File: src/rtl/core/rlfh_pkg.sv
// ----------------------------------------------------------------------------
// Recursive lock unit package
// Operation and status codes, sizes and shared types.
// ----------------------------------------------------------------------------
`timescale 1ns / 1ps

package rlfh_pkg;

    localparam int WAIT_DEPTH = 16;
    localparam int PTR_W      = (WAIT_DEPTH > 1) ? $clog2(WAIT_DEPTH) : 1;
    localparam int CNT_W      = $clog2(WAIT_DEPTH + 1);

    localparam logic [1:0] OP_LOCK    = 2'd0;
    localparam logic [1:0] OP_TRYLOCK = 2'd1;
    localparam logic [1:0] OP_UNLOCK  = 2'd2;
    localparam logic [1:0] OP_QUERY   = 2'd3;

    localparam logic [2:0] ST_ACQUIRED = 3'd0;
    localparam logic [2:0] ST_QUEUED   = 3'd1;
    localparam logic [2:0] ST_TRYFAIL  = 3'd2;
    localparam logic [2:0] ST_FREED    = 3'd3;
    localparam logic [2:0] ST_HANDOFF  = 3'd4;
    localparam logic [2:0] ST_OWNS     = 3'd5;
    localparam logic [2:0] ST_NOTOWNER = 3'd6;
    localparam logic [2:0] ST_ERROR    = 3'd7;

    localparam logic [15:0] DEPTH_MAX = 16'hFFFF;

    typedef struct packed {
        logic [1:0] operation;
        logic [7:0] thread_id;
    } req_t;

    typedef struct packed {
        logic [2:0]  status;
        logic [7:0]  woken_thread;
        logic        owner_valid;
        logic [7:0]  owner_thread;
        logic [15:0] depth_after;
    } rsp_t;

    typedef struct packed {
        logic       enq;
        logic       deq;
        logic [7:0] enq_data;
    } queue_ctl_t;

    typedef struct packed {
        logic       full;
        logic       empty;
        logic [7:0] head_data;
    } queue_stat_t;

endpackage

File: src/rtl/core/rlfh_req_if.sv
// ----------------------------------------------------------------------------
// Lock request channel
// Valid/ready channel carrying one lock request.
// ----------------------------------------------------------------------------
`timescale 1ns / 1ps

interface rlfh_req_if;
    logic       valid;
    logic       ready;
    logic [1:0] operation;
    logic [7:0] thread_id;

    modport source (output valid, output operation, output thread_id, input ready);
    modport sink   (input valid, input operation, input thread_id, output ready);
endinterface

File: src/rtl/core/rlfh_rsp_if.sv
// ----------------------------------------------------------------------------
// Lock result channel
// Valid/ready channel carrying one lock result.
// ----------------------------------------------------------------------------
`timescale 1ns / 1ps

interface rlfh_rsp_if;
    logic        valid;
    logic        ready;
    logic [2:0]  status;
    logic [7:0]  woken_thread;
    logic        owner_valid;
    logic [7:0]  owner_thread;
    logic [15:0] depth_after;

    modport source (output valid, output status, output woken_thread, output owner_valid,
                    output owner_thread, output depth_after, input ready);
    modport sink   (input valid, input status, input woken_thread, input owner_valid,
                    input owner_thread, input depth_after, output ready);
endinterface

File: src/rtl/core/rlfh_queue.sv
// ----------------------------------------------------------------------------
// Wait queue
// Circular FIFO of waiting thread identifiers with head, tail and count.
// ----------------------------------------------------------------------------
`timescale 1ns / 1ps

module rlfh_queue
(
    input  logic                 clk,
    input  logic                 rst_n,
    input  rlfh_pkg::queue_ctl_t ctl,
    output rlfh_pkg::queue_stat_t stat
);

    logic [7:0]                 slot_reg [rlfh_pkg::WAIT_DEPTH];
    logic [7:0]                 head_data_reg;
    logic [rlfh_pkg::PTR_W-1:0] head_reg;
    logic [rlfh_pkg::PTR_W-1:0] head_next;
    logic [rlfh_pkg::PTR_W-1:0] tail_reg;
    logic [rlfh_pkg::PTR_W-1:0] tail_next;
    logic [rlfh_pkg::CNT_W-1:0] count_reg;
    logic [rlfh_pkg::CNT_W-1:0] count_next;

    function automatic logic [rlfh_pkg::PTR_W-1:0] ptr_inc(
        input logic [rlfh_pkg::PTR_W-1:0] p
    );
        if (p == rlfh_pkg::PTR_W'(rlfh_pkg::WAIT_DEPTH - 1))
        begin
            return '0;
        end
        return p + 1'b1;
    endfunction

    assign stat.full      = (count_reg == rlfh_pkg::CNT_W'(rlfh_pkg::WAIT_DEPTH));
    assign stat.empty     = (count_reg == '0);
    assign stat.head_data = head_data_reg;

    always_comb
    begin
        head_next  = head_reg;
        tail_next  = tail_reg;
        count_next = count_reg;
        if (ctl.enq)
        begin
            tail_next = ptr_inc(tail_reg);
        end
        if (ctl.deq)
        begin
            head_next = ptr_inc(head_reg);
        end
        if (ctl.enq && !ctl.deq)
        begin
            count_next = count_reg + 1'b1;
        end
        else if (ctl.deq && !ctl.enq)
        begin
            count_next = count_reg - 1'b1;
        end
    end

    always_ff @(posedge clk or negedge rst_n)
    begin
        if (!rst_n)
        begin
            head_reg  <= '0;
            tail_reg  <= '0;
            count_reg <= '0;
        end
        else
        begin
            head_reg  <= head_next;
            tail_reg  <= tail_next;
            count_reg <= count_next;
        end
    end

    // prefetch the next head entry; forward a write that lands in the next head slot
    always_ff @(posedge clk)
    begin
        if (ctl.enq)
        begin
            slot_reg[tail_reg] <= ctl.enq_data;
        end
        if (ctl.enq && (tail_reg == head_next))
        begin
            head_data_reg <= ctl.enq_data;
        end
        else
        begin
            head_data_reg <= slot_reg[head_next];
        end
    end

endmodule

File: src/rtl/core/rlfh_engine.sv
// ----------------------------------------------------------------------------
// Lock engine
// Ownership state and per-request decision logic.
// ----------------------------------------------------------------------------
`timescale 1ns / 1ps

module rlfh_engine
(
    input  logic                  clk,
    input  logic                  rst_n,
    input  logic                  fire,
    input  rlfh_pkg::req_t        req,
    input  rlfh_pkg::queue_stat_t qstat,
    output rlfh_pkg::queue_ctl_t  qctl,
    output rlfh_pkg::rsp_t        result
);

    logic [7:0]  owner_id_reg;
    logic [7:0]  owner_id_next;
    logic        owner_held_reg;
    logic        owner_held_next;
    logic [15:0] hold_depth_reg;
    logic [15:0] hold_depth_next;
    logic [2:0]  status;
    logic [7:0]  woken;
    logic        enq;
    logic        deq;
    logic        grantable;
    logic        overflow;

    assign grantable = !owner_held_reg || (owner_id_reg == req.thread_id);
    assign overflow  = (hold_depth_reg >= rlfh_pkg::DEPTH_MAX);

    always_comb
    begin
        owner_id_next   = owner_id_reg;
        owner_held_next = owner_held_reg;
        hold_depth_next = hold_depth_reg;
        status          = rlfh_pkg::ST_ERROR;
        woken           = '0;
        enq             = 1'b0;
        deq             = 1'b0;
        case (req.operation)
            rlfh_pkg::OP_LOCK, rlfh_pkg::OP_TRYLOCK:
            begin
                if (grantable)
                begin
                    if (!overflow)
                    begin
                        owner_id_next   = req.thread_id;
                        owner_held_next = 1'b1;
                        hold_depth_next = hold_depth_reg + 1'b1;
                        status          = rlfh_pkg::ST_ACQUIRED;
                    end
                end
                else if (req.operation == rlfh_pkg::OP_TRYLOCK)
                begin
                    status = rlfh_pkg::ST_TRYFAIL;
                end
                else if (!qstat.full)
                begin
                    enq    = 1'b1;
                    status = rlfh_pkg::ST_QUEUED;
                end
            end
            rlfh_pkg::OP_UNLOCK:
            begin
                if (owner_held_reg)
                begin
                    if (hold_depth_reg <= 16'd1)
                    begin
                        if (!qstat.empty)
                        begin
                            deq             = 1'b1;
                            owner_id_next   = qstat.head_data;
                            hold_depth_next = 16'd1;
                            woken           = qstat.head_data;
                            status          = rlfh_pkg::ST_HANDOFF;
                        end
                        else
                        begin
                            owner_held_next = 1'b0;
                            owner_id_next   = '0;
                            hold_depth_next = '0;
                            status          = rlfh_pkg::ST_FREED;
                        end
                    end
                    else
                    begin
                        hold_depth_next = hold_depth_reg - 1'b1;
                        status          = rlfh_pkg::ST_ACQUIRED;
                    end
                end
            end
            default:
            begin
                status = (owner_held_reg && owner_id_reg == req.thread_id) ?
                         rlfh_pkg::ST_OWNS : rlfh_pkg::ST_NOTOWNER;
            end
        endcase
    end

    assign qctl.enq      = fire && enq;
    assign qctl.deq      = fire && deq;
    assign qctl.enq_data = req.thread_id;

    assign result.status       = status;
    assign result.woken_thread = woken;
    assign result.owner_valid  = owner_held_next;
    assign result.owner_thread = owner_held_next ? owner_id_next : 8'd0;
    assign result.depth_after  = owner_held_next ? hold_depth_next : 16'd0;

    always_ff @(posedge clk or negedge rst_n)
    begin
        if (!rst_n)
        begin
            owner_id_reg   <= '0;
            owner_held_reg <= 1'b0;
            hold_depth_reg <= '0;
        end
        else if (fire)
        begin
            owner_id_reg   <= owner_id_next;
            owner_held_reg <= owner_held_next;
            hold_depth_reg <= hold_depth_next;
        end
    end

endmodule

File: src/rtl/core/recursive_lock_fifo_handoff_core.sv
// ----------------------------------------------------------------------------
// Recursive lock unit with FIFO handoff
// One recursive mutex: lock, trylock, unlock and ownership query requests,
// waiters held in a FIFO and handed ownership on the last unlock.
// ----------------------------------------------------------------------------
//  channel | dir | fields
//  req     | in  | operation[1:0], thread_id[7:0]
//  rsp     | out | status[2:0], woken_thread[7:0], owner_valid,
//          |     | owner_thread[7:0], depth_after[15:0]
//
//  One request per cycle unless the result channel stalls; a request's result
//  enters the result register when that register is free or being accepted.
//  Ownership state and the wait queue update as a request enters the result
//  register. Reset frees the lock and empties the queue at once.
//  A stalled result holds in the result register; the input register keeps
//  accepting as long as the result register frees up in the same cycle.
// ----------------------------------------------------------------------------
`timescale 1ns / 1ps

module recursive_lock_fifo_handoff_core
(
    input  logic clk,
    input  logic rst_n,
    rlfh_req_if.sink   req,
    rlfh_rsp_if.source rsp
);

    logic                  s1_valid_reg;
    rlfh_pkg::req_t        s1_req_reg;
    logic                  out_valid_reg;
    rlfh_pkg::rsp_t        out_reg;
    logic                  advance;
    rlfh_pkg::queue_ctl_t  qctl;
    rlfh_pkg::queue_stat_t qstat;
    rlfh_pkg::rsp_t        result;

    assign advance   = s1_valid_reg && (!out_valid_reg || rsp.ready);
    assign req.ready = !s1_valid_reg || advance;

    rlfh_queue u_queue
    (
        .clk   (clk),
        .rst_n (rst_n),
        .ctl   (qctl),
        .stat  (qstat)
    );

    rlfh_engine u_engine
    (
        .clk    (clk),
        .rst_n  (rst_n),
        .fire   (advance),
        .req    (s1_req_reg),
        .qstat  (qstat),
        .qctl   (qctl),
        .result (result)
    );

    always_ff @(posedge clk or negedge rst_n)
    begin
        if (!rst_n)
        begin
            s1_valid_reg  <= 1'b0;
            out_valid_reg <= 1'b0;
        end
        else
        begin
            if (req.ready)
            begin
                s1_valid_reg <= req.valid;
            end
            if (advance)
            begin
                out_valid_reg <= 1'b1;
            end
            else if (rsp.ready)
            begin
                out_valid_reg <= 1'b0;
            end
        end
    end

    always_ff @(posedge clk)
    begin
        if (req.valid && req.ready)
        begin
            s1_req_reg.operation <= req.operation;
            s1_req_reg.thread_id <= req.thread_id;
        end
        if (advance)
        begin
            out_reg <= result;
        end
    end

    assign rsp.valid        = out_valid_reg;
    assign rsp.status       = out_reg.status;
    assign rsp.woken_thread = out_reg.woken_thread;
    assign rsp.owner_valid  = out_reg.owner_valid;
    assign rsp.owner_thread = out_reg.owner_thread;
    assign rsp.depth_after  = out_reg.depth_after;

endmodule

File: src/flat_wrapper.sv
// flat-port wrapper written by rule: the top's interface ports become plain ports
module recursive_lock_fifo_handoff_core_flat 
  (clk, rst_n, req_valid, req_operation, req_thread_id, req_ready, rsp_valid, rsp_status, rsp_woken_thread, rsp_owner_valid, rsp_owner_thread, rsp_depth_after, rsp_ready);
  rlfh_req_if req_i ();
  rlfh_rsp_if rsp_i ();
  input  logic clk;
  input  logic rst_n;
  input wire logic [$bits(req_i.valid)-1:0] req_valid;
  input wire logic [$bits(req_i.operation)-1:0] req_operation;
  input wire logic [$bits(req_i.thread_id)-1:0] req_thread_id;
  output wire logic [$bits(req_i.ready)-1:0] req_ready;
  output wire logic [$bits(rsp_i.valid)-1:0] rsp_valid;
  output wire logic [$bits(rsp_i.status)-1:0] rsp_status;
  output wire logic [$bits(rsp_i.woken_thread)-1:0] rsp_woken_thread;
  output wire logic [$bits(rsp_i.owner_valid)-1:0] rsp_owner_valid;
  output wire logic [$bits(rsp_i.owner_thread)-1:0] rsp_owner_thread;
  output wire logic [$bits(rsp_i.depth_after)-1:0] rsp_depth_after;
  input wire logic [$bits(rsp_i.ready)-1:0] rsp_ready;
  assign req_i.valid = req_valid;
  assign req_i.operation = req_operation;
  assign req_i.thread_id = req_thread_id;
  assign req_ready = req_i.ready;
  assign rsp_valid = rsp_i.valid;
  assign rsp_status = rsp_i.status;
  assign rsp_woken_thread = rsp_i.woken_thread;
  assign rsp_owner_valid = rsp_i.owner_valid;
  assign rsp_owner_thread = rsp_i.owner_thread;
  assign rsp_depth_after = rsp_i.depth_after;
  assign rsp_i.ready = rsp_ready;
  recursive_lock_fifo_handoff_core u_core (.clk(clk), .rst_n(rst_n), .req(req_i), .rsp(rsp_i));
endmodule
File: config.mk
export PLATFORM = sky130hd
export DESIGN_NAME = recursive_lock_fifo_handoff_core_flat
export DESIGN_NICKNAME = d
export VERILOG_FILES = /design/src/rtl/core/rlfh_pkg.sv /design/src/rtl/core/rlfh_req_if.sv /design/src/rtl/core/rlfh_rsp_if.sv /design/src/rtl/core/rlfh_queue.sv /design/src/rtl/core/rlfh_engine.sv /design/src/rtl/core/recursive_lock_fifo_handoff_core.sv /design/src/flat_wrapper.sv
export SDC_FILE = /design/constraint.sdc
export NUM_CORES = 1
export LEC_CHECK = 0
export BUFFER_PORTS_ARGS = -buffer_cell sky130_fd_sc_hd__buf_4
export CORE_AREA = 2 2 132 134
export DETAILED_ROUTE_END_ITERATION = 8
export DIE_AREA = 0 0 134 136
export PLACE_DENSITY = 0.79
export SLEW_MARGIN = 10
export SYNTH_ARGS = -nofsm -noshare
export SYNTH_HDL_FRONTEND = slang
export SYNTH_SLANG_ARGS = --single-unit
File: constraint.sdc
create_clock -name clk -period 4.7 [get_ports clk]
set_clock_uncertainty 0.15 [all_clocks]
set_input_delay 0.705 -clock clk [delete_from_list [all_inputs] [get_ports clk]]
set_output_delay 0.705 -clock clk [all_outputs]
set_load 0.02 [all_outputs]
==> impl_metrics.ini, run 1 <==
[status]
status = completed

[setup_path]
critPathCaptureType = flop
crit_top_cell = ha_1
slowest_delay_ps = 540
critical_path_required_ps = 4930
arrival_ps = 4310
cp_max_fo = 14
cp_cell_sequence = nor4_2, and4_1, and4bb_1, buf_4, and2_1, inv_2, ha_1, inv_1, ha_1, a21o_1, a21oi_1, xnor2_1, nor2_1, xor2_1
crit_slowest_cell = dfrtp_1
worstSetupStartpointType = flop
critPathKind = flop to flop

[power]
power_frac_clock = 0.329
p_seq_frac = 0.489
leakagePower_nw = 4.01
ir_worst_vdd_mv = 0.357
p_comb_frac = 0.182
swShare = 0.291
p_sw_mw = 1.48
internal_power_mw = 3.60
p_per_area_nw_per_um2 = 447

[sta]
setup_viol = 0
hold_viol = 0
max-slew-margin-rel = 0.374
period_share = 0.870
slew_violations = 0
layout_setup_ws_ps = 613
fmax_ghz = 0.245
finalSetupTns_ps = 0
fin_crit_ps = 4090
tightest_slew_ps = 936
rsz0062_at_grt = no

[yosys]
ys_seq_elements = 218
avgSynthCellArea_um2 = 13.8
ys_types = 74
yosysSeqAreaShare = 0.622
ys.flop_type = edfxtp_1
syn_nets = 762
synth-edff-count = 174
yosysWarningCount = 0
async_reset_ff_frac = 0.183
syn_inst = 735
netlist_area_um2 = 10100

[finish]
drive_gt1_frac = 0.189
antennaDiodeCount = 0
nets = 803
largest_reg_flops = 128
area_growth_syn_to_layout_pct = 12.1

[floorplan]
io_pins = 52
dieHeight_um = 136
die_w_um = 134
coreArea_um2 = 16900
start_util = 0.601
die-area_um2 = 18200
num_rows = 48

[cts]
holdBufCountCts = 0
clkTransAtPathRegs_ps = 70
cts_tree = yes
worstSkewPairLatency_ps = 510
cts.sink_count = 218
clockBufferDepth = 3
post_cts_buffers = 0
cts_resized = 0
numCtsBuffers = 22
h-tree-depth = 1
clockRootBuffer = clkbuf_16

[place]
pre_cts_ws_ps = 752
port_buffers = 51
gp_congestion = 0.953
dp_hpwl_um = 16000

[grt]
grt_usage = 0.279
globalRouteOverflowTotal = 0
antenna_found_initial = 1
grt_max_degree = 45
grt_pass1_wl_um = 38400
grt_pass1_vias = 6574

[route]
final_antenna_net_count = 0
dr_total_vias = 6855
drcViolationCount = 0
viasPerCell = 6.74
first_iter_violations = 1016
drt_pass1_iterations = 5
wl_per_cell_um = 24.6
route.final.wire_length_um = 25000

[min_path]
hold_path.class = input port to asynchronous set/reset pin

[job]
drv_cap = 0
## final cells by class
| type | instances | area, µm² |
|---|---|---|
| flip-flops and latches | 218 | 6310 |
| fillers | 1149 | 5510 |
| multi-input cells | 455 | 3560 |
| clock buffers | 33 | 623 |
| repair buffers | 63 | 473 |
| well taps | 225 | 282 |
| clock inverters | 7 | 60.1 |
| inverters | 16 | 60.1 |
## final timing paths
kind,startpoint,end,slack [ps],cells after the start
max,u_core.u_engine.hold_depth_reg[4],u_core.u_queue.count_reg[4],610,14
min,rst_n,u_core.u_engine.hold_depth_reg[12],50,1
max reg2reg,u_core.u_engine.hold_depth_reg[4],u_core.u_queue.count_reg[4],610,14
min reg2reg,u_core.s1_valid_reg,u_core.rsp.valid,360,1
max in group asynchronous,rst_n,u_core.u_queue.head_reg[0],3950,1
min in group clk,req_thread_id[5],u_core.s1_req_reg[5],230,1
## synth_stat cells, types with 5 or more instances
master / n / share of area
and3_1: 12 / 0.0074
nand2b_1: 5 / 0.0031
ha_1: 12 / 0.015
and2_1: 22 / 0.014
inv_1: 13 / 0.0048
o211ai_1: 11 / 0.0081
o21ai_0: 34 / 0.017
a31oi_1: 12 / 0.0074
a22oi_1: 7 / 0.0052
clkbuf_1: 24 / 0.0089
mux2_2: 5 / 0.0055
a21oi_1: 24 / 0.012
a21o_1: 7 / 0.0052
o21ai_1: 13 / 0.0064
nor2_1: 34 / 0.013
or3_1: 5 / 0.0031
nand3_1: 30 / 0.015
mux2i_1: 12 / 0.012
dfrtp_1: 40 / 0.099
nor2b_1: 6 / 0.0037
edfxtp_1: 174 / 0.52
mux4_2: 36 / 0.080
xnor2_1: 11 / 0.0095
buf_2: 13 / 0.0064
nor4_1: 6 / 0.0037
xor2_1: 13 / 0.011
nor3_1: 15 / 0.0074
nand4_1: 10 / 0.0062
nand2_1: 43 / 0.016
## metrics by stage
step / cells / cell area (µm²) / total power [mW] / util / hold slack (ps)
final: 1017 / 11400 / 5.08 / 0.674 / 45.2
after global routing: 1017 / 11400 / 5.27 / 0.674 / 71.7
after CTS: 1017 / 11400 / 5.08 / 0.674 / 53.1
after detailed placement: 977 / 10700 / 3.41 / 0.633 / 339
after global placement: 977 / 10700 / 3.36 / 0.633 / 340
after floorplan: 735 / 10100 / 3.10 / - / 259
## cells in the final DEF (no fill, tap or decap), types with 3 or more instances in the layout
master | Yosys | routed
a32oi_1 | 3 | 3
a31oi_1 | 12 | 12
nor3_1 | 15 | 15
nand4_1 | 10 | 10
and2_1 | 22 | 22
a221o_1 | 4 | 4
nor4_1 | 6 | 6
o21ai_0 | 34 | 34
o211a_1 | 4 | 4
or3_1 | 5 | 5
xor2_1 | 13 | 13
nor4_2 | 4 | 4
xnor2_1 | 11 | 11
mux2_2 | 5 | 5
nor2b_1 | 6 | 6
buf_4 | 3 | 63
and3_1 | 12 | 12
a21oi_1 | 24 | 24
ha_1 | 12 | 12
clkbuf_1 | 24 | 9
nand2b_1 | 5 | 5
o211ai_1 | 11 | 11
clkinv_1 | 1 | 3
mux2i_1 | 12 | 12
clkinv_2 | 0 | 3
edfxtp_1 | 174 | 174
mux4_2 | 36 | 36
o21ai_1 | 13 | 13
inv_1 | 13 | 13
and4_1 | 3 | 3
nand2_1 | 43 | 43
nor2_1 | 34 | 34
a22oi_1 | 7 | 7
nor3b_1 | 3 | 3
dfrtp_1 | 40 | 40
o221ai_1 | 3 | 3
a21o_1 | 7 | 7
a311oi_1 | 4 | 4
nand3_1 | 30 | 30
clkbuf_16 | 0 | 23
## critical path: cells and delay by family (launching register included)
kind | cells | cell delay [ps]
XOR/XNOR | 2 | 280
adder cells (fa/ha/maj) | 2 | 550
AND/OR/NAND/NOR | 5 | 1640
buffers and inverters | 3 | 430
AO/OA/AOI/OAI | 2 | 390
flip-flops | 1 | 540
## kinds of logic (layout without fill, tap and decap cells)
group / Yosys count / count (layout) / synth area share
AO/OA/AOI/OAI: 156 / 156 / 0.104
XOR/XNOR: 24 / 24 / 0.0207
adder cells (fa/ha/maj): 13 / 13 / 0.0168
buffers and inverters: 62 / 119 / 0.0271
flip-flops: 218 / 218 / 0.622
multiplexers: 55 / 55 / 0.0995
AND/OR/NAND/NOR: 207 / 207 / 0.111
## power groups by stage
stage	clock, mW	combinational (mW)	sequential [mW]
final	1.67	0.923	2.49
after global routing	1.76	1.00	2.51
after detailed placement	0	0.896	2.51
after global placement	0	0.868	2.49
after CTS	1.69	0.911	2.48
after floorplan	0	0.645	2.45
## per-layer routing
| layer | share of wire | track usage |
|---|---|---|
| met1 | 0.43 | 0.417 |
| met2 | 0.46 | 0.431 |
| met3 | 0.085 | 0.0477 |
| met4 | 0.022 | 0.0739 |
| met5 | 0 | 0 |
Power figures use the tool's default switching activity.
==> run 2: changes to the inputs <==
CORE_AREA = 2 2 133 135   (was 2 2 132 134)
DIE_AREA = 0 0 135 137   (was 0 0 134 136)
SYNTH_HIERARCHICAL = 1   (was default)
clock period = 4.6 ns   (was 4.7 ns; I/O delays follow)
==> run 2 against run 1 <==
Net effect:
- utilization is 0.21 points lower
- synthesized cell count increased by 1.4%
- die area grew 1.5%
- via count fell by 0.93%
- sequential cell count unchanged
- cell count up 0.20%
- critical path type unchanged
- largest power group unchanged
==> impl_metrics.ini, run 2 <==
[status]
status = completed

[route]
drcViolationCount = 0
wl_per_cell_um = 24.8
dr_total_vias = 6791
drt_pass1_iterations = 6
viasPerCell = 6.66
final_antenna_net_count = 0
first_iter_violations = 882
route.final.wire_length_um = 25200

[power]
p_seq_frac = 0.492
p_comb_frac = 0.156
p_per_area_nw_per_um2 = 454
power_frac_clock = 0.352
p_sw_mw = 1.46
swShare = 0.280
leakagePower_nw = 3.95
internal_power_mw = 3.74
ir_worst_vdd_mv = 0.448

[floorplan]
coreArea_um2 = 17100
die-area_um2 = 18500
dieHeight_um = 137
die_w_um = 135
num_rows = 48
start_util = 0.602
io_pins = 52

[sta]
fmax_ghz = 0.239
finalSetupTns_ps = 0
setup_viol = 0
fin_crit_ps = 4180
slew_violations = 0
max-slew-margin-rel = 0.292
hold_viol = 0
layout_setup_ws_ps = 421
tightest_slew_ps = 1060
period_share = 0.908
rsz0062_at_grt = no

[cts]
cts.sink_count = 218
clockBufferDepth = 3
clkTransAtPathRegs_ps = 60
clockRootBuffer = clkbuf_16
cts_tree = yes
h-tree-depth = 1
post_cts_buffers = 0
cts_resized = 0
holdBufCountCts = 0
worstSkewPairLatency_ps = 530
numCtsBuffers = 23

[setup_path]
worstSetupStartpointType = flop
r2r_slack_ps = 420
critical_path_required_ps = 4850
cp_cell_sequence = inv_1, ha_1, o21ba_2, and4_1, nand2_4, nor4_1, buf_4, inv_1, ha_1, inv_1, ha_1, a21o_1, a2111oi_0, o31ai_1
critPathKind = flop to flop
critPathCaptureType = flop
crit_slowest_cell = dfrtp_1
cp_max_fo = 12
slowest_delay_ps = 490
arrival_ps = 4430

[grt]
antenna_found_initial = 0
grt_usage = 0.278
grt_pass1_wl_um = 39000
grt_pass1_vias = 6650
globalRouteOverflowTotal = 0
grt_max_degree = 45

[finish]
drive_gt1_frac = 0.189
layout_common_cells = edfxtp_1 (174), buf_4 (64), nand2_1 (59)
nets = 804
finalNonFillerCells = 1019
final_common_cell = edfxtp_1
area_growth_syn_to_layout_pct = 11.5
antennaDiodeCount = 0
largest_reg_flops = 128

[place]
port_buffers = 51
pre_cts_ws_ps = 492
dp_cells = 977
gp_congestion = 0.960
dp_hpwl_um = 16400

[yosys]
avgSynthCellArea_um2 = 13.8
yosysWarningCount = 6
syn_inst = 745
synth.most_common_cell = edfxtp_1
synth_top_area_frac = 0.509
netlist_area_um2 = 10300
yosysSeqAreaShare = 0.614
syn_nets = 772
ys_seq_elements = 218
synthTopCellsByCount = edfxtp_1 (174), nand2_1 (59), dfrtp_1 (40)
yosysTopAreaCell = edfxtp_1
synth-edff-count = 174
ys_types = 83
async_reset_ff_frac = 0.183
synth_area_leaders = edfxtp_1 (51%), dfrtp_1 (9.7%), mux4_2 (3.9%)
ys.flop_type = edfxtp_1

[min_path]
hold_path.class = input port to asynchronous set/reset pin

[job]
drv_cap = 0
## run 2: layout make-up
class,instances,area (µm²)
multi-input cells,456,3590
well taps,225,282
repair buffers,64,480
clock inverters,12,125
inverters,14,52.6
fillers,1166,5600
clock buffers,30,622
flip-flops and latches,218,6310
## run 2: final timing paths
path	cells past startpoint	to	from
min in group clk	1	u_core/s1_req_reg[6]	req_thread_id[6]
worst min register to register	1	u_core/u_engine/owner_id_reg[6]	u_core/u_engine/owner_id_reg[6]
worst min-delay path	1	u_core/u_engine/hold_depth_reg[10]	rst_n
max in group asynchronous	1	u_core/rsp.valid	rst_n
worst max-delay path	14	u_core/u_queue/count_reg[4]	u_core/u_engine/hold_depth_reg[0]
worst max register to register	14	u_core/u_queue/count_reg[4]	u_core/u_engine/hold_depth_reg[0]
## run 2: critical path: cells and delay by family, from the launching register on
| kind | cells | cell delay [ps] |
|---|---|---|
| buffers and inverters | 4 | 610 |
| adder cells (fa/ha/maj) | 3 | 900 |
| flip-flops | 1 | 490 |
| AND/OR/NAND/NOR | 3 | 840 |
| AO/OA/AOI/OAI | 4 | 1050 |
## run 2: per-stage QoR
| step | utilization | hold slack [ps] | area, µm² | power (mW) |
|---|---|---|---|---|
| floorplan | - | 244 | 10300 | 3.13 |
| global placement | 0.628 | 352 | 10700 | 3.34 |
| detailed placement | 0.628 | 372 | 10700 | 3.39 |
| CTS | 0.672 | 23.5 | 11500 | 5.21 |
| global route | 0.672 | 39.6 | 11500 | 5.40 |
| finish | 0.672 | 12.3 | 11500 | 5.20 |
## run 2: cells by family (layout without fill, tap and decap cells)
kind of cell	after synthesis	count (layout)	synth area share
adder cells (fa/ha/maj)	13	13	0.0166
multiplexers	42	42	0.0853
AND/OR/NAND/NOR	216	216	0.116
flip-flops	218	218	0.614
buffers and inverters	71	120	0.0376
XOR/XNOR	17	17	0.0145
AO/OA/AOI/OAI	168	168	0.116
## run 2: power groups by stage
stage | clock, mW | sequential (mW) | combinational, mW
global route | 1.93 | 2.59 | 0.887
floorplan | 0 | 2.51 | 0.624
global placement | 0 | 2.57 | 0.772
CTS | 1.85 | 2.55 | 0.806
finish | 1.83 | 2.56 | 0.814
detailed placement | 0 | 2.59 | 0.802
## run 2: routing by layer
layer | GRT usage | vias to the layer above | part of all wire
li1 | - | 2974 | -
met1 | 0.363 | 3362 | 0.38
met2 | 0.487 | 382 | 0.51
met3 | 0.0367 | 73 | 0.071
met4 | 0.0932 | 0 | 0.033
met5 | 0 | - | 0
